$ cat config.mk
export PLATFORM = sky130hd
export DESIGN_NAME = sensor_reply_crc_word_decoder_unit
export DESIGN_NICKNAME = d
export VERILOG_FILES = /design/src/rtl/srcwd_pkg.sv /design/src/rtl/srcwd_frame_core.sv /design/src/rtl/sensor_reply_crc_word_decoder_unit.sv
export SDC_FILE = /design/constraint.sdc
export NUM_CORES = 1
export LEC_CHECK = 0
export BUFFER_PORTS_ARGS = -buffer_cell sky130_fd_sc_hd__buf_2
export CAP_MARGIN = 40
export CORE_MARGIN = 2
export CORE_UTILIZATION = 40
export DETAILED_ROUTE_END_ITERATION = 7
export GPL_TIMING_DRIVEN = 0
export PLACE_DENSITY = 0.69
export SYNTH_ARGS = -nofsm -noshare
export SYNTH_HDL_FRONTEND = slang
export SYNTH_SLANG_ARGS = --single-unit
$ cat constraint.sdc
create_clock -name clock -period 3.6 [get_ports clock]
set_input_delay 0.54 -clock clock [delete_from_list [all_inputs] [get_ports clock]]
set_output_delay 0.54 -clock clock [all_outputs]
set_load 0.005 [all_outputs]
$ cat src/rtl/srcwd_pkg.sv
// ----------------------------------------------------------------------------
// srcwd_pkg
// Shared types, constants and the CRC-8 byte update for the sensor reply
// word decoder.
// ----------------------------------------------------------------------------
package srcwd_pkg;

   localparam logic [7:0] CrcPoly = 8'h31;
   localparam logic [7:0] CrcInit = 8'hFF;
   localparam logic [7:0] CrcTop  = 8'h80;

   // Quantity codes, one per six-byte group of the reply.
   localparam logic [1:0] QtyCarbonDioxide = 2'd0;
   localparam logic [1:0] QtyTemperature   = 2'd1;
   localparam logic [1:0] QtyHumidity      = 2'd2;

   // Place of a byte within its six-byte group.
   typedef enum logic [2:0] {
      SLOT_DATA0,
      SLOT_DATA1,
      SLOT_CHECK0,
      SLOT_DATA2,
      SLOT_DATA3,
      SLOT_CHECK1
   } slot_type;

   typedef struct packed {
      logic [1:0]  quantity;
      logic [31:0] word_bits;
      logic        crc_good;
   } result_type;

   // One byte through the CRC-8, most significant bit first.
   function automatic logic [7:0] crc8_update(input logic [7:0] crc,
                                              input logic [7:0] data);
      logic [7:0] acc;
      acc = crc ^ data;
      for (int n = 0; n < 8; n++) begin
         if ((acc & CrcTop) != 8'h00) begin
            acc = {acc[6:0], 1'b0} ^ CrcPoly;
         end else begin
            acc = {acc[6:0], 1'b0};
         end
      end
      return acc;
   endfunction

endpackage

$ cat src/rtl/srcwd_frame_core.sv
// ----------------------------------------------------------------------------
// srcwd_frame_core
// Byte position tracking, CRC checking and word assembly for one reply.
// ----------------------------------------------------------------------------
module srcwd_frame_core (
   input  logic                    clock,
   input  logic                    reset,
   input  logic                    step_en,
   input  logic [7:0]              rx_byte,
   input  logic                    frame_start,
   output logic                    result_due,
   output srcwd_pkg::result_type   result
);
   import srcwd_pkg::*;

   slot_type    slot_ff, slot_in, slot_cur;
   logic [1:0]  group_ff, group_in, group_cur;
   logic [7:0]  check_ff, check_in;
   logic [31:0] held_ff, held_in;
   logic        first_good_ff, first_good_in;
   logic [7:0]  crc_from_init, crc_from_check;

   // A start mark forces the byte to the head of the reply.
   assign slot_cur  = frame_start ? SLOT_DATA0 : slot_ff;
   assign group_cur = frame_start ? QtyCarbonDioxide : group_ff;

   assign crc_from_init  = crc8_update(CrcInit, rx_byte);
   assign crc_from_check = crc8_update(check_ff, rx_byte);

   always_comb begin
      held_in         = held_ff;
      check_in        = check_ff;
      first_good_in   = first_good_ff;
      slot_in         = slot_type'(slot_cur + 3'd1);
      group_in        = group_cur;
      result_due      = 1'b0;
      result.quantity  = group_cur;
      result.word_bits = held_ff;
      result.crc_good  = first_good_ff && (check_ff == rx_byte);
      case (slot_cur)
         SLOT_DATA0: begin
            held_in  = {rx_byte, 24'h000000};
            check_in = crc_from_init;
         end
         SLOT_DATA1: begin
            held_in  = {held_ff[31:24], rx_byte, 16'h0000};
            check_in = crc_from_check;
         end
         SLOT_CHECK0: begin
            first_good_in = (check_ff == rx_byte);
            check_in      = CrcInit;
         end
         SLOT_DATA2: begin
            held_in  = {held_ff[31:16], rx_byte, 8'h00};
            check_in = crc_from_init;
         end
         SLOT_DATA3: begin
            held_in  = {held_ff[31:8], rx_byte};
            check_in = crc_from_check;
         end
         default: begin
            // Closing check byte: the group's word is complete.
            result_due = 1'b1;
            check_in   = CrcInit;
            slot_in    = SLOT_DATA0;
            group_in   = (group_cur == QtyHumidity) ? QtyCarbonDioxide
                                                    : group_cur + 2'd1;
         end
      endcase
   end

   always_ff @(posedge clock) begin
      if (reset) begin
         slot_ff       <= SLOT_DATA0;
         group_ff      <= QtyCarbonDioxide;
         check_ff      <= CrcInit;
         held_ff       <= '0;
         first_good_ff <= 1'b0;
      end else if (step_en) begin
         slot_ff       <= slot_in;
         group_ff      <= group_in;
         check_ff      <= check_in;
         held_ff       <= held_in;
         first_good_ff <= first_good_in;
      end
   end

endmodule

$ cat src/rtl/sensor_reply_crc_word_decoder_unit.sv
// ----------------------------------------------------------------------------
// sensor_reply_crc_word_decoder_unit
// Decodes the 18-byte measurement reply of a gas sensor into three checked
// 32-bit words.
// ----------------------------------------------------------------------------
// The block takes one reply byte per transfer on the req_ channel and gives
// one result transfer on the rsp_ channel after the sixth, twelfth and
// eighteenth byte of a reply: carbon dioxide, temperature and relative
// humidity in that order. Every third byte is a CRC-8 (polynomial 0x31,
// start 0xFF, MSB first, no final XOR) over the two bytes before it; the
// result word holds the four data bytes of the group, first byte most
// significant, and crc_good is set only when both checks of the group
// matched. A word with a bad check is still delivered. Setting frame_start
// (req_tuser) on a byte makes it the first byte of a reply and drops any
// word being gathered; without it the position simply wraps after the
// eighteenth byte. The block accepts one byte in every cycle unless a
// closing check byte is held back as below. Each byte passes through an
// input register and then a single decode step into the result register,
// from which the result is presented on rsp_. A result waiting in the
// output register only holds back bytes that would close the next group;
// other bytes keep flowing.
// ----------------------------------------------------------------------------
module sensor_reply_crc_word_decoder_unit (
   input  logic        clock,
   input  logic        reset,
   input  logic        req_tvalid,
   output logic        req_tready,
   input  logic [7:0]  req_tdata,   // [7:0] rx_byte
   input  logic        req_tuser,   // [0] frame_start
   output logic        rsp_tvalid,
   input  logic        rsp_tready,
   output logic [31:0] rsp_tdata,   // [31:0] word_bits
   output logic [2:0]  rsp_tuser    // [1:0] quantity, [2] crc_good
);
   import srcwd_pkg::*;

   logic       in_valid_ff, in_valid_in;
   logic [7:0] in_byte_ff;
   logic       in_start_ff;

   logic       out_valid_ff, out_valid_in;
   result_type out_data_ff;

   logic       result_due;
   result_type result;
   logic       out_free;
   logic       advance;

   // The output register can take a new result when empty or being drained.
   assign out_free = !out_valid_ff || rsp_tready;

   // The held byte moves on unless it closes a group and the output is full.
   assign advance    = in_valid_ff && (!result_due || out_free);
   assign req_tready = !in_valid_ff || advance;

   srcwd_frame_core u_core (
      .clock       (clock),
      .reset       (reset),
      .step_en     (advance),
      .rx_byte     (in_byte_ff),
      .frame_start (in_start_ff),
      .result_due  (result_due),
      .result      (result)
   );

   always_comb begin
      in_valid_in = in_valid_ff;
      if (req_tready) begin
         in_valid_in = req_tvalid;
      end
      out_valid_in = out_valid_ff;
      if (advance && result_due) begin
         out_valid_in = 1'b1;
      end else if (rsp_tready) begin
         out_valid_in = 1'b0;
      end
   end

   always_ff @(posedge clock) begin
      if (reset) begin
         in_valid_ff  <= 1'b0;
         out_valid_ff <= 1'b0;
      end else begin
         in_valid_ff  <= in_valid_in;
         out_valid_ff <= out_valid_in;
      end
   end

   // Payload registers load on their own handshakes and need no reset.
   always_ff @(posedge clock) begin
      if (req_tready && req_tvalid) begin
         in_byte_ff  <= req_tdata;
         in_start_ff <= req_tuser;
      end
      if (advance && result_due) begin
         out_data_ff <= result;
      end
   end

   assign rsp_tvalid = out_valid_ff;
   assign rsp_tdata  = out_data_ff.word_bits;
   assign rsp_tuser  = {out_data_ff.crc_good, out_data_ff.quantity};

endmodule

* Yosys cells after proc, flatten, opt, wreduce, memory -nomap -nowiden
Index checks and enable logic that the tools add are counted.
W data, S select, Z words.
** Storage, ports and cells
- Flip-flop bits (word level) :: 92
- Memory bits (read-only) :: 0
- Output and inout bits :: 37
- Memory bits (writable) :: 0
- Memories kept :: 0
- Bits in latches :: 0
- Logic and storage cells :: 92
** Operators by class
- Shift-type cells :: 0
- Equality and inequality tests :: 6
- Mux-type cells :: 26
- Multiply operators :: 0
- Add/sub/neg operators :: 2
- Bitwise gates (word level) :: 21
- Divide/modulo/power cells :: 0
- Reductions and logical operators :: 22
- $lt $le $gt $ge :: 0
** Operators by type and width (number)
- $pmux W32 S4 :: 1
- $mux W6 :: 16
- $not A3 Y3 :: 16
- $pmux W8 S2 :: 1
- $eq A8 B8 Y1 :: 1
- $not A8 Y8 :: 1
- $xor A8 B8 Y8 :: 1
- $eq A3 B2 Y1 const B :: 2
- $mux W2 :: 3
- $mux W3 :: 2
- $reduce_and A5 Y1 :: 1
- $reduce_or A5 Y1 :: 1
- $logic_and A1 B1 Y1 :: 4
- $reduce_and A2 Y1 :: 2
- $reduce_and A4 Y1 :: 1
- $reduce_bool A2 Y1 :: 2
- $reduce_bool A4 Y1 :: 1
- $reduce_or A2 Y1 :: 2
- $add A3 B1 Y3 const B :: 1
- $eq A3 B1 Y1 const B :: 1
- $eq A3 B3 Y1 const B :: 1
- $logic_not A3 Y1 :: 1
- $logic_or A1 B1 Y1 :: 3
- $mux W1 :: 3
- other kinds (6) :: 9

* Longest topological paths before layout
- Word-level depth :: 18
- Gate-level depth with buffers :: 11
- Mapped depth without buffers :: 9

* Modules after synthesis
A second synthesis with hierarchy kept.
** Second synthesis, totals
- Cell total of the unflattened synthesis :: 337
- Area total of the unflattened synthesis :: 3898.7 um^2
** Modules (own cells, without submodules)
- srcwd_frame_core :: times used 1, cells each 281, area each 2473.6 um^2
- sensor_reply_crc_word_decoder_unit :: times used 1, cells each 56, area each 1425.1 um^2

* Worst setup path after synthesis
Ideal clock, no wire load.
- Path type :: reg-to-reg
- Start :: register in_start_ff
- End :: register out_data_ff, in the netlist rsp_tdata[0], enable pin
- Slack :: 0.655 ns
- Data required time :: 3.203 ns
- Clock period less this slack :: 2.945 ns
- Stages on the path, launching flop included :: 9
- Library setup time :: 0.397 ns
- Arrival :: 2.548 ns
- Cells stage by stage :: edfxtp_1 > buf_2 > nand2b_1 > inv_1 > ha_1 > o21ba_2 > o41a_1 > clkbuf_1 > and2_1
** On the way
- Longest elaborated chain between the ends :: 6
- Elaborated cells on any way between the ends :: 11
- Those cells by class :: 4 x eq/ne; 2 x mux; 5 x reduce/logical
** RTL lines
- start, declared :: line sensor_reply_crc_word_decoder_unit.sv:39 : logic in_start_ff;
- start signal, assigned :: line sensor_reply_crc_word_decoder_unit.sv:93 : in_start_ff <= req_tuser;
- $mux W3 * :: line srcwd_frame_core.sv:24 : assign slot_cur = frame_start ? SLOT_DATA0 : slot_ff;
- $eq A3 B2 Y1 (tied with other cells) :: line srcwd_frame_core.sv:40 : case (slot_cur)
- $reduce_or A5 Y1 (no source line) *
- $logic_or A1 B1 Y1 :: line sensor_reply_crc_word_decoder_unit.sv:53 : assign advance = in_valid_ff && (!result_due || out_free);
- $logic_and A1 B1 Y1 :: line sensor_reply_crc_word_decoder_unit.sv:53
- $logic_and A1 B1 Y1 * :: line sensor_reply_crc_word_decoder_unit.sv:95 : if (advance && result_due) begin
- end signal, assigned :: line sensor_reply_crc_word_decoder_unit.sv:96 : out_data_ff <= result;
- end, declared :: line sensor_reply_crc_word_decoder_unit.sv:42 : result_type out_data_ff;
Every way passes the cells marked *; elsewhere a longest branch is shown, timed or not.
A chain may end at the register's enable or synchronous reset.

* Final worst setup path
- Start :: register in_start_ff
- End :: register u_core.group_ff[1]
** On the way
- Longest elaborated chain between the ends :: 5
- Elaborated cells on any way between the ends :: 14
- Those cells by class :: 1 x add/sub; 5 x eq/ne; 4 x mux; 4 x reduce/logical
** RTL lines
- parallel branches: the longest is 5 deep, another holds $add A2 B1 Y2
- end signal, assigned :: line srcwd_frame_core.sv:75 : group_ff <= QtyCarbonDioxide;
- end signal, assigned :: line srcwd_frame_core.sv:81 : group_ff <= group_in;
- end, declared :: line srcwd_frame_core.sv:17 : logic [1:0] group_ff, group_in, group_cur;
Parallel ways; which one is timed is not known.

==> flow_metrics.py <==
metrics = {
    "clock_network": {
        "clk_latency_ps": 350,
        "htreeDepth": 3,
        "numCtsBuffers": 9,
        "clockBufferDepth": 2,
        "cts_hold_buf": 0,
        "cts-resized-gates": 0,
        "cts_tree": "yes",
        "cts_sinks": 92,
        "clock-root-buffer": "clkbuf_8",
        "path_clk_slew_ps": 100,
        "post_cts_buffers": 0,
    },
    "placed_design": {
        "dp_slack_ps": 314,
        "dp.cells": 511,
        "place_congestion": 0.845,
        "io_buffers": 48,
        "placed_cell_area_um2": 4340,
        "hpwl_um": 5300,
    },
    "final_layout": {
        "nets": 407,
        "stdcell_area_um2": 4530,
        "instances_no_fill": 527,
        "fillCellCount": 909,
        "drive_gt1_share_pct": 21.8,
        "area_delta_synth_final_pct": 15.3,
        "antennaDiodeCount": 0,
    },
    "timing": {
        "slew_headroom_pct": 40.2,
        "skew_ps": 10.2,
        "final.setup.tns_ps": 0,
        "fin_crit_ps": 3290,
        "setup_viol": 0,
        "rsz0062_at_grt": "no",
        "max_freq_ghz": 0.304,
        "hold_violations": 0,
        "setup_slack_ps": 311,
        "min_period_over_period_pct": 91.4,
        "maxSlewViolCount": 0,
        "worst_slew_pin_slew_ps": 897,
    },
    "global_routing": {
        "grt_pass1_wl_um": 12300,
        "grt_overflow": 0,
        "grt_pass1_vias": 2374,
        "grt_start_max_net_pins": 38,
        "antenna_found_initial": 0,
        "grt.total_usage_pct": 15.4,
    },
    "yosys": {
        "synth_cell_types": 53,
        "syn-num-nets": 348,
        "async_reset_ff_share_pct": 0,
        "ys.flop_type": "dfxtp_1",
        "synth_most_common_cell": "dfxtp_1",
        "synth.avg_cell_area_um2": 11.9,
        "synth_top_cells_by_count": "dfxtp_1 (48), edfxtp_1 (44), nor2_1 (41), xnor2_1 (20), mux2i_1 (17)",
        "synthCells": 330,
        "yosysWarnings": 0,
        "ys_seq_elements": 92,
        "synth_top_area_share_pct": 33.6,
        "synth-edff-count": 44,
        "netlist_top_cells_area": "edfxtp_1 (34%), dfxtp_1 (24%), xnor2_1 (4.5%), mux2i_1 (4.3%), nor2_1 (3.9%)",
        "yosysTopAreaCell": "edfxtp_1",
        "ys_seq_area_share_pct": 58.1,
        "syn-cell-area_um2": 3930,
    },
    "detailed_routing": {
        "vias": 2565,
        "drtIter0Drc": 110,
        "detail_route.first_pass.iterations": 4,
        "ant_nets": 0,
        "drc_errors": 0,
        "vias_per_cell": 4.87,
        "routed_wl_um": 7760,
        "wl_per_cell_um": 14.7,
    },
    "worst_setup_path": {
        "endpoint_kind": "flip-flop",
        "startpoint_type": "flip-flop",
        "required_ps": 3830,
        "crit_type": "reg2reg",
        "cp_max_fo": 37,
        "reg2reg_from": "in_start_ff$_DFFE_PP_",
        "crit_path_start": "in_start_ff$_DFFE_PP_",
        "worstPathArrival_ps": 3520,
    },
    "floorplanning": {
        "initial_utilization_pct": 40.8,
        "core.rowCount": 36,
        "io_pins": 50,
        "die_h_um": 103,
        "die_w_um": 103,
        "dieArea_um2": 10600,
        "core_um2": 9640,
    },
    "worst_hold_path": {
        "hold_class": "in2reg",
        "worstHoldStart": "req_tdata[3]",
    },
    "power": {
        "pwr_density_cell_nw_per_um2": 459,
        "power_w": 0.00208,
        "p_leak_nw": 1.67,
        "worst_ir_drop_vdd_v": 0.000239,
    },
    "flow_run": {
        "cap_violations": 0,
    },
    "status": {
        "run_status": "finished, final reports clean",
    },
}
[registers in the layout, indices dropped and copies added (netlist names)]
name / flops
in_start_ff: 1
rsp_tdata: 32
u_core.first_good_ff: 1
u_core.check_ff: 8
u_core.held_ff: 32
in_byte_ff: 8
rsp_tuser: 3
in_valid_ff: 1
rsp_tvalid: 1
u_core.slot_ff: 3
u_core.group_ff: 2
[path summary, 6_finish.rpt]
kind         cells after the start                               to  slack, ps
max                             10  u_core.group_ff[1]$_SDFFE_PP0P_        310
min                              1          in_byte_ff[3]$_DFFE_PP_        360
max reg2reg                     10  u_core.group_ff[1]$_SDFFE_PP0P_        310
min reg2reg                      0           rsp_tdata[8]$_DFFE_PP_        430
[metal layers]
layer | wire (µm) | global-route usage [%] | up-vias
li1 | - | - | 1278
met1 | 3620 | 22.2 | 1209
met2 | 3640 | 22.7 | 73
met3 | 440 | 3.53 | 5
met4 | 52 | 5.47 | 0
met5 | 0 | 0 | -
[cells by family after synthesis]
group / synth area share [%]
AO/OA/AOI/OAI: 9.27
adder cells (fa/ha/maj): 1.59
buffers and inverters: 3.53
flip-flops: 58.1
XOR/XNOR: 10.5
AND/OR/NAND/NOR: 12.7
multiplexers: 4.33
[final cells by class]
type	count	area, µm²	area share [%]
flip-flops and latches	92	2280	50.4
inverters	8	30.0	0.663
well taps	133	166	3.67
repair buffers	48	240	5.30
clock buffers	9	124	2.73
plain buffers	21	109	2.40
multi-input cells	209	1510	33.3
clock inverters	7	68.8	1.52
[through the flow]
step	utilization, %	hold WS (ps)
2_1_floorplan	-	408
3_3_place_gp	45.0	415
3_5_place_dp	45.0	416
4_1_cts	47.0	341
5_1_grt	47.0	329
6_report	47.0	357
[worst max-delay path, stage by stage (launching register included)]
cell      delay, ps
edfxtp_1        420
buf_2           200
nor2_1          250
inv_1           110
ha_1            230
o21ba_2         230
o41a_1          500
clkbuf_1        300
and2_2          560
a22oi_1         280
nor2_1           60
[cells in the final DEF (no fill, tap or decap), types with 9 or more instances in the layout]
cell type / n
and2_1: 12
xnor2_1: 20
dfxtp_1: 48
nand3_1: 9
nor2_1: 41
a22oi_1: 9
mux2i_1: 17
clkbuf_8: 9
clkbuf_1: 11
edfxtp_1: 44
a21oi_1: 15
nand2_1: 14
buf_2: 54
[where the power goes]
group          switching [W]  internal (W)
Sequential         0.0000181       0.00112
Clock               0.000405      0.000269
Combinational       0.000141      0.000127
Total               0.000564       0.00151
(Power assumes the default switching activity.)
